--- src/hw/rtl/fprm_pkg.sv ---
`default_nettype none

package fprm_pkg;

    // Field widths fixed by the item and register formats.
    localparam int unsigned NOW_W       = 32;
    localparam int unsigned ACTIVE_W    = 8;
    localparam int unsigned SECONDS_W   = 16;
    localparam int unsigned THRESHOLD_W = 10;
    localparam int unsigned CFG_IDX_W   = 3;
    localparam int unsigned CFG_DATA_W  = 16;

    // Default width of the probe and error counters.
    localparam int unsigned COUNT_WIDTH_DEFAULT = 24;

    // Scale of the error rate: errors are compared per thousand probes.
    localparam logic [THRESHOLD_W-1:0] PERMILLE_SCALE = 10'd1000;

    // Register reset values.
    localparam logic [SECONDS_W-1:0]   DOUBLE_FAIL_WINDOW_RST = 16'd60;
    localparam logic [SECONDS_W-1:0]   RECHECK_GAP_RST        = 16'd300;
    localparam logic [SECONDS_W-1:0]   SAMPLE_TIME_RST        = 16'd60;
    localparam logic [THRESHOLD_W-1:0] THRESHOLD_RST          = 10'd0;
    localparam logic                   CHECK_ENABLE_RST       = 1'b0;

    // Register indexes on the configuration channel.
    typedef enum logic [CFG_IDX_W-1:0] {
        CFG_DOUBLE_FAIL_WINDOW = 3'd0,
        CFG_RECHECK_GAP        = 3'd1,
        CFG_SAMPLE_TIME        = 3'd2,
        CFG_THRESHOLD          = 3'd3,
        CFG_CHECK_ENABLE       = 3'd4
    } t_cfg_idx;

    // Event kinds of an input word.
    typedef enum logic [1:0] {
        KIND_FAIL  = 2'd0,
        KIND_QUERY = 2'd1,
        KIND_PROBE = 2'd2,
        KIND_TICK  = 2'd3
    } t_kind;

    // Outcome codes of a result word.
    typedef enum logic [2:0] {
        OUT_NONE    = 3'd0,
        OUT_PASSED  = 3'd1,
        OUT_FAILING = 3'd2,
        OUT_ORPHAN  = 3'd3,
        OUT_EARLY   = 3'd4
    } t_outcome;

endpackage

`default_nettype wire

--- src/hw/rtl/fprm_if.sv ---
`default_nettype none

// Event channel: one word per path event.
interface fprm_in_if;
    logic                               valid;
    logic                               ready;
    logic [1:0]                         kind;
    logic [fprm_pkg::NOW_W-1:0]         now_sec;
    logic                               probe_ok;
    logic [fprm_pkg::ACTIVE_W-1:0]      active_paths;
    logic                               already_down;

    modport source (output valid, kind, now_sec, probe_ok, active_paths, already_down,
                    input ready);
    modport sink   (input valid, kind, now_sec, probe_ok, active_paths, already_down,
                    output ready);
endinterface

// Result channel: one word per event.
interface fprm_out_if;
    logic       valid;
    logic       ready;
    logic [1:0] phase;
    logic       reinstate_blocked;
    logic       mark_failed;
    logic       hold_shaky;
    logic [2:0] outcome;

    modport source (output valid, phase, reinstate_blocked, mark_failed, hold_shaky,
                    outcome, input ready);
    modport sink   (input valid, phase, reinstate_blocked, mark_failed, hold_shaky,
                    outcome, output ready);
endinterface

// Configuration write channel.
interface fprm_cfg_if;
    logic                                valid;
    logic                                ready;
    logic [fprm_pkg::CFG_IDX_W-1:0]      wr_index;
    logic [fprm_pkg::CFG_DATA_W-1:0]     wr_data;

    modport source (output valid, wr_index, wr_data, input ready);
    modport sink   (input valid, wr_index, wr_data, output ready);
endinterface

`default_nettype wire

--- src/hw/rtl/flaky_path_error_rate_monitor_top.sv ---
// Flakiness monitor for one path.
// Channels: i_in carries event words (path failure, reinstate query, probe
// result, time tick), o_out returns exactly one result word per event, and
// i_cfg writes the five configuration registers by index. All three use a
// valid/ready handshake; a word moves at a clock edge with both high.
// Order: an event word is taken into the input register, and the result
// register is loaded from it when the result register is free or is being
// emptied in the same cycle.
// Throughput: one event per cycle while the receiver keeps taking results.
// The state update and the rate compare (two multiplies of at most
// COUNT_WIDTH by 10 bits) sit between the input register and the result
// register, and each event sees the state the previous one left.
// Reset (i_rst_n low at a clock edge) empties both registers, sets the
// phase to idle, clears the counters and times, and loads the register
// defaults. The configuration channel is always ready.
// When the receiver stalls, the result word holds; the input register still
// fills, and i_in.ready drops once both registers are occupied.
`default_nettype none

module flaky_path_error_rate_monitor_top #(
    parameter int unsigned COUNT_WIDTH = fprm_pkg::COUNT_WIDTH_DEFAULT
) (
    input  wire        i_clk,
    input  wire        i_rst_n,
    fprm_in_if.sink    i_in,
    fprm_out_if.source o_out,
    fprm_cfg_if.sink   i_cfg
);

    localparam int unsigned ProdW = COUNT_WIDTH + fprm_pkg::THRESHOLD_W;
    localparam logic [COUNT_WIDTH-1:0] CountMax = '1;

    typedef enum logic [1:0] {
        PH_IDLE  = 2'd0,
        PH_ONE   = 2'd1,
        PH_WAIT  = 2'd2,
        PH_CHECK = 2'd3
    } t_phase;

    // Configuration registers.
    logic [fprm_pkg::SECONDS_W-1:0]   r_window;
    logic [fprm_pkg::SECONDS_W-1:0]   r_gap;
    logic [fprm_pkg::SECONDS_W-1:0]   r_sample_time;
    logic [fprm_pkg::THRESHOLD_W-1:0] r_threshold;
    logic                             r_check_en;

    // Input register.
    logic                            r_in_valid;
    fprm_pkg::t_kind                 r_kind;
    logic [fprm_pkg::NOW_W-1:0]      r_now;
    logic                            r_probe_ok;
    logic [fprm_pkg::ACTIVE_W-1:0]   r_active;
    logic                            r_down;

    // Path state.
    t_phase                     r_phase, n_phase;
    logic                       r_blocked, n_blocked;
    logic [fprm_pkg::NOW_W-1:0] r_win_start, n_win_start;
    logic [fprm_pkg::NOW_W-1:0] r_dis_since, n_dis_since;
    logic [fprm_pkg::NOW_W-1:0] r_samp_start, n_samp_start;
    logic [COUNT_WIDTH-1:0]     r_probes, n_probes;
    logic [COUNT_WIDTH-1:0]     r_errors, n_errors;

    // Result register.
    logic                 r_out_valid;
    t_phase               r_o_phase;
    logic                 r_o_blocked;
    logic                 r_o_mark, n_mark;
    logic                 r_o_shaky, n_shaky;
    fprm_pkg::t_outcome   r_o_outcome, n_outcome;

    logic                       advance;
    logic                       process;
    logic [fprm_pkg::NOW_W-1:0] el_win;
    logic [fprm_pkg::NOW_W-1:0] el_dis;
    logic [fprm_pkg::NOW_W-1:0] el_samp;
    logic [ProdW-1:0]           err_scaled;
    logic [ProdW-1:0]           allowed;
    logic                       rate_ok;

    // Handshakes: the input register moves on when the result register is
    // free or is being emptied in the same cycle.
    assign advance     = !r_out_valid || o_out.ready;
    assign process     = r_in_valid && advance;
    assign i_in.ready  = !r_in_valid || advance;
    assign i_cfg.ready = 1'b1;

    // Configuration writes; an index beyond the list is dropped.
    always_ff @(posedge i_clk) begin
        if (!i_rst_n) begin
            r_window      <= fprm_pkg::DOUBLE_FAIL_WINDOW_RST;
            r_gap         <= fprm_pkg::RECHECK_GAP_RST;
            r_sample_time <= fprm_pkg::SAMPLE_TIME_RST;
            r_threshold   <= fprm_pkg::THRESHOLD_RST;
            r_check_en    <= fprm_pkg::CHECK_ENABLE_RST;
        end else if (i_cfg.valid) begin
            case (fprm_pkg::t_cfg_idx'(i_cfg.wr_index))
                fprm_pkg::CFG_DOUBLE_FAIL_WINDOW: r_window      <= i_cfg.wr_data;
                fprm_pkg::CFG_RECHECK_GAP:        r_gap         <= i_cfg.wr_data;
                fprm_pkg::CFG_SAMPLE_TIME:        r_sample_time <= i_cfg.wr_data;
                fprm_pkg::CFG_THRESHOLD:
                    r_threshold <= i_cfg.wr_data[fprm_pkg::THRESHOLD_W-1:0];
                fprm_pkg::CFG_CHECK_ENABLE:       r_check_en    <= i_cfg.wr_data[0];
                default: ;
            endcase
        end
    end

    // Input register.
    always_ff @(posedge i_clk) begin
        if (!i_rst_n) begin
            r_in_valid <= 1'b0;
        end else if (i_in.ready) begin
            r_in_valid <= i_in.valid;
        end
    end

    always_ff @(posedge i_clk) begin
        if (i_in.valid && i_in.ready) begin
            r_kind     <= fprm_pkg::t_kind'(i_in.kind);
            r_now      <= i_in.now_sec;
            r_probe_ok <= i_in.probe_ok;
            r_active   <= i_in.active_paths;
            r_down     <= i_in.already_down;
        end
    end

    // Elapsed times, modulo 2^32.
    assign el_win  = r_now - r_win_start;
    assign el_dis  = r_now - r_dis_since;
    assign el_samp = r_now - r_samp_start;

    // Exact rate compare: errors * 1000 against threshold * probes.
    assign err_scaled = ProdW'(r_errors) * ProdW'(fprm_pkg::PERMILLE_SCALE);
    assign allowed    = ProdW'(r_threshold) * ProdW'(r_probes);
    assign rate_ok    = (r_probes == '0) || (err_scaled <= allowed);

    // Next state and result for the event in the input register.
    always_comb begin
        n_phase      = r_phase;
        n_blocked    = r_blocked;
        n_win_start  = r_win_start;
        n_dis_since  = r_dis_since;
        n_samp_start = r_samp_start;
        n_probes     = r_probes;
        n_errors     = r_errors;
        n_mark       = 1'b0;
        n_shaky      = 1'b0;
        n_outcome    = fprm_pkg::OUT_NONE;
        case (r_kind)
            fprm_pkg::KIND_FAIL: begin
                if (r_check_en && !r_blocked && (r_phase == PH_IDLE || r_phase == PH_ONE)) begin
                    if (r_phase == PH_IDLE) begin
                        n_phase     = PH_ONE;
                        n_win_start = r_now;
                    end else if (el_win > fprm_pkg::NOW_W'(r_window)) begin
                        // The window ran out: this failure opens a new one.
                        n_win_start = r_now;
                    end else begin
                        n_blocked   = 1'b1;
                        n_phase     = PH_WAIT;
                        n_dis_since = '0;
                        n_mark      = !r_down;
                    end
                end
            end
            fprm_pkg::KIND_QUERY: begin
                if (r_active == '0) begin
                    // No active path left in the group: recover at once.
                    n_phase   = PH_IDLE;
                    n_blocked = 1'b0;
                    n_outcome = fprm_pkg::OUT_EARLY;
                end else begin
                    n_shaky = 1'b1;
                    if (r_phase == PH_WAIT && el_dis > fprm_pkg::NOW_W'(r_gap)) begin
                        n_phase      = PH_CHECK;
                        n_samp_start = r_now;
                        n_probes     = '0;
                        n_errors     = '0;
                    end
                end
            end
            fprm_pkg::KIND_PROBE: begin
                if (r_phase == PH_CHECK) begin
                    if (r_probes != CountMax) begin
                        n_probes = r_probes + COUNT_WIDTH'(1);
                    end
                    if (!r_probe_ok && r_errors != CountMax) begin
                        n_errors = r_errors + COUNT_WIDTH'(1);
                    end
                end
            end
            fprm_pkg::KIND_TICK: begin
                if (r_phase == PH_CHECK && el_samp >= fprm_pkg::NOW_W'(r_sample_time)) begin
                    if (rate_ok) begin
                        n_phase   = PH_IDLE;
                        n_blocked = 1'b0;
                        n_outcome = fprm_pkg::OUT_PASSED;
                    end else if (r_active != '0) begin
                        n_phase     = PH_WAIT;
                        n_blocked   = 1'b1;
                        n_dis_since = r_now;
                        n_outcome   = fprm_pkg::OUT_FAILING;
                    end else begin
                        n_phase   = PH_IDLE;
                        n_blocked = 1'b0;
                        n_outcome = fprm_pkg::OUT_ORPHAN;
                    end
                end
            end
            default: ;
        endcase
    end

    // State and result register.
    always_ff @(posedge i_clk) begin
        if (!i_rst_n) begin
            r_phase      <= PH_IDLE;
            r_blocked    <= 1'b0;
            r_win_start  <= '0;
            r_dis_since  <= '0;
            r_samp_start <= '0;
            r_probes     <= '0;
            r_errors     <= '0;
            r_out_valid  <= 1'b0;
        end else begin
            if (process) begin
                r_phase      <= n_phase;
                r_blocked    <= n_blocked;
                r_win_start  <= n_win_start;
                r_dis_since  <= n_dis_since;
                r_samp_start <= n_samp_start;
                r_probes     <= n_probes;
                r_errors     <= n_errors;
                r_out_valid  <= 1'b1;
                r_o_phase    <= n_phase;
                r_o_blocked  <= n_blocked;
                r_o_mark     <= n_mark;
                r_o_shaky    <= n_shaky;
                r_o_outcome  <= n_outcome;
            end else if (o_out.ready) begin
                r_out_valid <= 1'b0;
            end
        end
    end

    assign o_out.valid             = r_out_valid;
    assign o_out.phase             = r_o_phase;
    assign o_out.reinstate_blocked = r_o_blocked;
    assign o_out.mark_failed       = r_o_mark;
    assign o_out.hold_shaky        = r_o_shaky;
    assign o_out.outcome           = r_o_outcome;

    // Reinstating is blocked exactly while waiting or checking.
    a_blocked_phase: assert property (@(posedge i_clk) disable iff (!i_rst_n)
        r_blocked == (r_phase == PH_WAIT || r_phase == PH_CHECK))
        else $error("blocked flag out of step with phase");

    // Errors never outnumber probes in a sampling period.
    a_err_le_probe: assert property (@(posedge i_clk) disable iff (!i_rst_n)
        r_errors <= r_probes)
        else $error("error count above probe count");

    // A forced-down result always leaves the path blocked and waiting.
    a_mark_wait: assert property (@(posedge i_clk) disable iff (!i_rst_n)
        r_out_valid && r_o_mark |-> r_o_blocked && r_o_phase == PH_WAIT)
        else $error("mark_failed without entering the wait phase");

    // Recovery outcomes leave the path idle and unblocked.
    a_recover_idle: assert property (@(posedge i_clk) disable iff (!i_rst_n)
        r_out_valid && (r_o_outcome == fprm_pkg::OUT_PASSED ||
                        r_o_outcome == fprm_pkg::OUT_ORPHAN ||
                        r_o_outcome == fprm_pkg::OUT_EARLY)
        |-> !r_o_blocked && r_o_phase == PH_IDLE)
        else $error("recovery outcome without idle phase");

    // A held result's outcome and phase stay put while the receiver stalls.
    a_out_hold: assert property (@(posedge i_clk) disable iff (!i_rst_n)
        r_out_valid && !o_out.ready |=> r_out_valid && $stable(r_o_outcome)
                                         && $stable(r_o_phase))
        else $error("result word changed under stall");

endmodule

`default_nettype wire
--- src/flat_wrapper.sv ---
// flat-port wrapper written by rule: the top's interface ports become plain ports
module flaky_path_error_rate_monitor_top_flat 
#(
    parameter int unsigned COUNT_WIDTH = fprm_pkg::COUNT_WIDTH_DEFAULT
)
  (i_clk, i_rst_n, i_in_valid, i_in_kind, i_in_now_sec, i_in_probe_ok, i_in_active_paths, i_in_already_down, i_in_ready, o_out_valid, o_out_phase, o_out_reinstate_blocked, o_out_mark_failed, o_out_hold_shaky, o_out_outcome, o_out_ready, i_cfg_valid, i_cfg_wr_index, i_cfg_wr_data, i_cfg_ready);
  fprm_in_if i_in_i ();
  fprm_out_if o_out_i ();
  fprm_cfg_if i_cfg_i ();
  input  wire i_clk;
  input  wire i_rst_n;
  input wire logic [$bits(i_in_i.valid)-1:0] i_in_valid;
  input wire logic [$bits(i_in_i.kind)-1:0] i_in_kind;
  input wire logic [$bits(i_in_i.now_sec)-1:0] i_in_now_sec;
  input wire logic [$bits(i_in_i.probe_ok)-1:0] i_in_probe_ok;
  input wire logic [$bits(i_in_i.active_paths)-1:0] i_in_active_paths;
  input wire logic [$bits(i_in_i.already_down)-1:0] i_in_already_down;
  output wire logic [$bits(i_in_i.ready)-1:0] i_in_ready;
  output wire logic [$bits(o_out_i.valid)-1:0] o_out_valid;
  output wire logic [$bits(o_out_i.phase)-1:0] o_out_phase;
  output wire logic [$bits(o_out_i.reinstate_blocked)-1:0] o_out_reinstate_blocked;
  output wire logic [$bits(o_out_i.mark_failed)-1:0] o_out_mark_failed;
  output wire logic [$bits(o_out_i.hold_shaky)-1:0] o_out_hold_shaky;
  output wire logic [$bits(o_out_i.outcome)-1:0] o_out_outcome;
  input wire logic [$bits(o_out_i.ready)-1:0] o_out_ready;
  input wire logic [$bits(i_cfg_i.valid)-1:0] i_cfg_valid;
  input wire logic [$bits(i_cfg_i.wr_index)-1:0] i_cfg_wr_index;
  input wire logic [$bits(i_cfg_i.wr_data)-1:0] i_cfg_wr_data;
  output wire logic [$bits(i_cfg_i.ready)-1:0] i_cfg_ready;
  assign i_in_i.valid = i_in_valid;
  assign i_in_i.kind = i_in_kind;
  assign i_in_i.now_sec = i_in_now_sec;
  assign i_in_i.probe_ok = i_in_probe_ok;
  assign i_in_i.active_paths = i_in_active_paths;
  assign i_in_i.already_down = i_in_already_down;
  assign i_in_ready = i_in_i.ready;
  assign o_out_valid = o_out_i.valid;
  assign o_out_phase = o_out_i.phase;
  assign o_out_reinstate_blocked = o_out_i.reinstate_blocked;
  assign o_out_mark_failed = o_out_i.mark_failed;
  assign o_out_hold_shaky = o_out_i.hold_shaky;
  assign o_out_outcome = o_out_i.outcome;
  assign o_out_i.ready = o_out_ready;
  assign i_cfg_i.valid = i_cfg_valid;
  assign i_cfg_i.wr_index = i_cfg_wr_index;
  assign i_cfg_i.wr_data = i_cfg_wr_data;
  assign i_cfg_ready = i_cfg_i.ready;
  flaky_path_error_rate_monitor_top #(.COUNT_WIDTH(COUNT_WIDTH)) u_core (.i_clk(i_clk), .i_rst_n(i_rst_n), .i_in(i_in_i), .o_out(o_out_i), .i_cfg(i_cfg_i));
endmodule
--- config.mk ---
export PLATFORM = sky130hd
export DESIGN_NAME = flaky_path_error_rate_monitor_top_flat
export DESIGN_NICKNAME = d
export VERILOG_FILES = /design/src/hw/rtl/fprm_pkg.sv /design/src/hw/rtl/fprm_if.sv /design/src/hw/rtl/flaky_path_error_rate_monitor_top.sv /design/src/flat_wrapper.sv
export SDC_FILE = /design/constraint.sdc
export NUM_CORES = 2
export LEC_CHECK = 0
export ABC_AREA = 1
export BUFFER_PORTS_ARGS = -buffer_cell sky130_fd_sc_hd__buf_4
export CAP_MARGIN = 20
export CORE_MARGIN = 5
export CORE_UTILIZATION = 45
export CTS_BUF_LIST = sky130_fd_sc_hd__clkbuf_8
export CTS_CLUSTER_DIAMETER = 50
export DETAILED_ROUTE_END_ITERATION = 16
export PLACE_DENSITY = 0.65
export SLEW_MARGIN = 5
export SYNTH_ARGS = -nofsm -noshare
export SYNTH_HDL_FRONTEND = slang
export SYNTH_SLANG_ARGS = --single-unit
--- constraint.sdc ---
create_clock -name i_clk -period 21.3 [get_ports i_clk]
set_input_delay 2.13 -clock i_clk [delete_from_list [all_inputs] [get_ports i_clk]]
set_output_delay 2.13 -clock i_clk [all_outputs]
set_load 0.05 [all_outputs]
**Word-level counts from Yosys, hierarchy flattened**

Index checks and enable logic that the tools add are counted.

- Order comparisons: 4
- Bitwise gates (word level): 3
- Multipliers: 2
- Eq/ne operators: 23
- Reduce and logical (&&, ||, !) cells: 38
- Muxes and demuxes: 42
- Add/subtract/negate cells: 5

Operators by type and width:

| kind | count |
|---|---|
| two-way mux 32 bit | 8 |
| two-way mux 24 bit | 6 |
| case mux 24 bit (2 select lines) | 2 |
| subtractor 32 bit | 3 |
| > comparator 32 x 16 -> 1 bit | 2 |
| case mux 32 bit (2 select lines) | 1 |
| adder 24 x 1 -> 24 bit, second input constant | 2 |
| != test 24 bit, second input constant | 2 |
| <= comparator 34 bit | 1 |
| multiplier 10 x 24 -> 34 bit | 1 |
| greater-or-equal comparator 32 x 16 -> 1 bit | 1 |
| multiplier 24 x 7 -> 31 bit, second input constant | 1 |
| zero test 24 bit | 1 |
| two-way mux 2 bit | 8 |
| != test 2 x 1 -> 1 bit, second input constant | 7 |
| AND reduction 2 bit | 6 |
| AND reduction 6 bit | 2 |
| two-way mux 1 bit | 11 |
| two-way mux 3 bit | 3 |
| equality test 2 bit, second input constant | 4 |
| zero test 8 bit | 1 |
| != test 2 bit, second input constant | 4 |
| AND reduction 4 bit | 2 |
| AND reduction 8 bit | 1 |
| other kinds (16) | 37 |

- Register bits after elaboration: 260
- Output and inout port bits: 11
- Bits of input ports: 68
- Word-level logic and storage cells: 141

**Logic depth before layout (Yosys ltp)**

- Word-level depth: 6
- Gate-level depth with buffers: 42
- Depth with buffers taken out: 40

**Worst setup path before layout**

OpenSTA, ideal clock, no wires.

- Path kind: reg-to-reg
- Start: register u_core.r_threshold[6] in the netlist's numbering
- End: register u_core.r_dis_since[24] in the netlist's numbering
- Required time: 21187 ps
- Arrival time: 7070 ps
- Library setup time: 113 ps
- Path slack: 14117 ps
- Cell stages (with the launch flop): 38
- Clock period less this slack: 7183 ps
- Buffers on the path: 3
- Cells stage by stage: dfxtp_1 > clkbuf_1 > clkbuf_1 > nand2_1 > fa_1 > inv_1 > fa_1 > fa_1 > fa_1 > inv_1 > fa_1 > inv_1 > ha_1 > nand2_1 > nor2_1 > nand3_1 > o2111ai_1 > a21boi_0 > (+2 left out) > o21ai_0 > a21oi_1 > xor2_1 > ha_1 > nand2_1 > nor2_1 > nand2_1 > nor4_1 > nand3_1 > nand3_1 > nand4_1 > o21ai_1 > inv_1 > nor2_8 > buf_6 > nand2_1 > nand2_1 > nor2_1

- Word-level cells in the longest chain between the ends: 5

Ends and longest elaborated chain:

| item | RTL line | RTL |
|---|---|---|
| start: declaration | flaky_path_error_rate_monitor_top.sv:44 | `logic [fprm_pkg::THRESHOLD_W-1:0] r_threshold;` |
| start signal: assignment | flaky_path_error_rate_monitor_top.sv:94 | `r_threshold <= fprm_pkg::THRESHOLD_RST;` |
| start signal: assignment | flaky_path_error_rate_monitor_top.sv:102 | `r_threshold <= i_cfg.wr_data[fprm_pkg::THRESHOLD_W-1:0];` |
| multiplier 10 x 24 -> 34 bit | flaky_path_error_rate_monitor_top.sv:135 | `assign allowed = ProdW'(r_threshold) * ProdW'(r_probes);` |
| <= comparator 34 bit | flaky_path_error_rate_monitor_top.sv:136 | `assign rate_ok = (r_probes == '0) \|\| (err_scaled <= allowed);` |
| logical OR 1 bit | flaky_path_error_rate_monitor_top.sv:136 |  |
| != test 2 bit (no line) | - |  |
| AND reduction 8 bit (no line) | - |  |
| end signal: assignment | flaky_path_error_rate_monitor_top.sv:231 | `r_dis_since <= n_dis_since;` |
| end: declaration | flaky_path_error_rate_monitor_top.sv:59 | `logic [fprm_pkg::NOW_W-1:0] r_dis_since, n_dis_since;` |

No other way between the ends.
A chain may end at the register's enable or synchronous reset.

**Final worst setup path**

- Start: register u_core.r_threshold[7] in the netlist's numbering
- End: register u_core.r_dis_since[8] in the netlist's numbering

The elaborated chain is that of the path after synthesis.

==> impl_metrics.ini <==
[outcome]
status = completed

[clock_network]
htree_levels = 2
cts_root_buffer = clkbuf_8
tritoncts = yes
clock_sinks = 260
clockBufferDepth = 3
cts_buffers = 50
postCtsHoldBufs = 0
insertion_delay_ns = 0.67
cts_resized = 0
cts_setup_buffers = 0
clkTransAtPathRegs_ns = 0.06

[worst_setup_path]
crit_buf_inv = 4
critPathLaunchType = register
critPathMaxFanout = 64
reg2regPathDepth = 34
critPathTopFamily = adder cells
crit_path_top_delay_cell = dfxtp_1
crit_path_end = u_core.r_dis_since[8]
cp-end-kind = register
critPathKind = reg -> reg
r2r_setup_slack_ns = 12.67
timing.rr.end = u_core.r_dis_since[8]
crit_top_cell = nand2_1
path_depth = 34
cp_data_arrival_time_ns = 9.14
cp.required_ns = 21.82
slowest_delay_ns = 1.00
critical_path.startpoint = u_core.r_threshold[7]
rr_startpoint = u_core.r_threshold[7]

[logic_synthesis]
synth_compound_area_share_pct = 9.77
synthMuxAreaShare_pct = 0
synth_commonest_cells = 1290 x nand2_1, 861 x inv_1, 340 x nor2_1
synthAdderAreaFrac_pct = 29.7
synth_edf_count = 52
synth_top_family_by_area = adder cells
synth-seq-area-share_pct = 18.5
synth-async-reset-ratio_pct = 0
synth-xor-area-share_pct = 4.27
yosysWarningCount = 0
syn_inst = 4488
postSynthAreaPerCell_um2 = 6.90
synth_simple_gate_area_share_pct = 25.2
syn-num-nets = 5134
synth_top_area_share_pct = 17.0
ys_ff_latch = 260
synth_largest_area_cell = fa_1
netlist_area_um2 = 31000
ys.flop_type = dfxtp_1
yosysMostFrequentCell = nand2_1
synth_cell_type_count = 55
synth_area_leaders = fa_1 17%, nand2_1 16%, dfxtp_1 13%

[global_routing]
gr-usage-met3_pct = 2.55
grt_use_total_pct = 23.2
grt_use_met1_pct = 30.2
use_met2_pct = 39.4
antenna_found_initial = 1
grt_pass1_wl_um = 140000
grt_pass1_vias = 26500
top_usage_layer = met2
gr-total-overflow = 0
grt_max_degree = 66

[timing]
relSlewSlack_pct = 25.7
final_max_slew_viol_count = 0
setup_violations = 0
rsz0062_at_grt = false
period_share_pct = 40.5
fin_tns_setup_ns = 0
hold_viol = 0
finClkSkew_ns = 0.0549
tightest_slew_ns = 1.10
fin_crit_ns = 8.63
fmax_mhz = 116

[floorplanning]
io_pins = 79
die_y_um = 272
rows = 96
start_util_pct = 45.2
fp.dieArea_um2 = 74200
fp.dieW_um = 272
core_area_um2 = 68500

[detailed_routing]
first_pass_iters = 6
drt-initial-drc-count = 1833
drcViolationCount = 0
final_antenna_net_count = 0
wl_per_cell_um = 15.9
vias_per_cell = 5.07
vias = 27500
wirelength_um = 86500

[placement]
post_dp_cell_area_um2 = 32200
dp_hpwl_um = 69400
io_buffer_count = 77
place.gp.congestion = 0.968

[final_layout]
fin_area_um2 = 33400
layout.nets = 5155
drive_gt1_share_pct = 5.19
area_growth_pct = 7.73
nFillCells = 7014

[worst_hold_path]
hold_class = reg -> reg

[power]
total_power_mw = 1.37
cellPowerDensity_nw_per_um2 = 41.2
p_leak_nw = 17.8
irDropWorstVdd_mv = 0.0477

[flow_run]
max_cap_viol_count = 0
routing by layer:
layer	vias up	part of all wire [%]
li1	14000	-
met3	164	4.3
met5	-	0
met4	0	4.6
met1	12800	44
met2	653	47
worst min-delay path by stage:
stage	startpoint	endpoint	cells after the start	slack, ns
after global placement	u_core.r_samp_start[0]	u_core.r_samp_start[0]	2	0.44
final	u_core.r_samp_start[0]	u_core.r_samp_start[0]	2	0.45
after floorplan	u_core.r_check_en	u_core.r_check_en	2	0.42
after CTS	u_core.r_samp_start[0]	u_core.r_samp_start[0]	2	0.46
after detailed placement	u_core.r_samp_start[0]	u_core.r_samp_start[0]	2	0.45
after global routing	u_core.r_samp_start[17]	u_core.r_samp_start[17]	2	0.48
through the flow:
stage / setup WS (ns) / hold WS (ns) / util (%) / std cells
after floorplan: 14.12 / 0.424 / - / 4488
after global placement: 12.96 / 0.441 / 47.1 / 5339
after detailed placement: 12.72 / 0.446 / 47.1 / 5339
after CTS: 12.70 / 0.455 / 48.7 / 5433
after global routing: 11.87 / 0.479 / 48.7 / 5434
final: 12.67 / 0.454 / 48.7 / 5435
cells in the final DEF, fill, tap and decap left out, types with 20 or more instances in the layout:
cell type / instances
nand2_1: 1290
inv_1: 869
nor2_1: 340
a21oi_1: 322
ha_1: 315
fa_1: 263
dfxtp_1: 208
o21ai_0: 169
nand3_1: 124
xor2_1: 112
buf_4: 97
clkbuf_8: 63
nand4_1: 52
edfxtp_1: 52
nor3_1: 45
xnor2_1: 39
inv_2: 21
nor4_1: 20
area by class of cell:
class / count / area (µm²) / share of cell area [%]
Antenna cell: 2 / 5.00 / 0.0150
Clock buffer: 63 / 867 / 2.60
Clock inverter: 31 / 251 / 0.754
Inverter: 882 / 3310 / 9.92
Multi-Input combinational cell: 3218 / 21400 / 64.1
Sequential cell: 260 / 5730 / 17.2
Tap cell: 882 / 1100 / 3.31
Timing Repair Buffer: 97 / 728 / 2.18
sequential cells by signal, indices dropped and copies added, names as in the netlist, 2 cells and up:
signal                cells
u_core.r_phase            2
u_core.o_out.phase        2
u_core.r_sample_time     16
u_core.r_now             32
u_core.r_threshold       10
u_core.o_out.outcome      3
u_core.r_dis_since       32
u_core.r_probes          24
u_core.r_gap             16
u_core.r_samp_start      32
u_core.r_active           8
u_core.r_kind             2
u_core.r_win_start       32
u_core.r_window          16
u_core.r_errors          24
worst min-delay path: stages (launching register included):
cell	delay [ns]
dfxtp_1	0.31
inv_1	0.05
a21oi_1	0.05
cell families (layout without fill, tap and decap cells):
| logic type | count (synthesis) | in the layout |
|---|---|---|
| flip-flops | 260 | 260 |
| XOR/XNOR | 151 | 151 |
| other | 1 | 3 |
| AND/OR/NAND/NOR | 1923 | 1923 |
| buffers and inverters | 1010 | 1073 |
| adder cells (fa/ha/maj) | 578 | 578 |
| AO/OA/AOI/OAI | 565 | 565 |
where the power goes:
part           internal (mW)  total (mW)  switching [mW]
logic                 0.0983       0.283           0.184
registers              0.517       0.537          0.0195
clock network          0.308       0.554           0.246
Power figures use the tool's default switching activity.
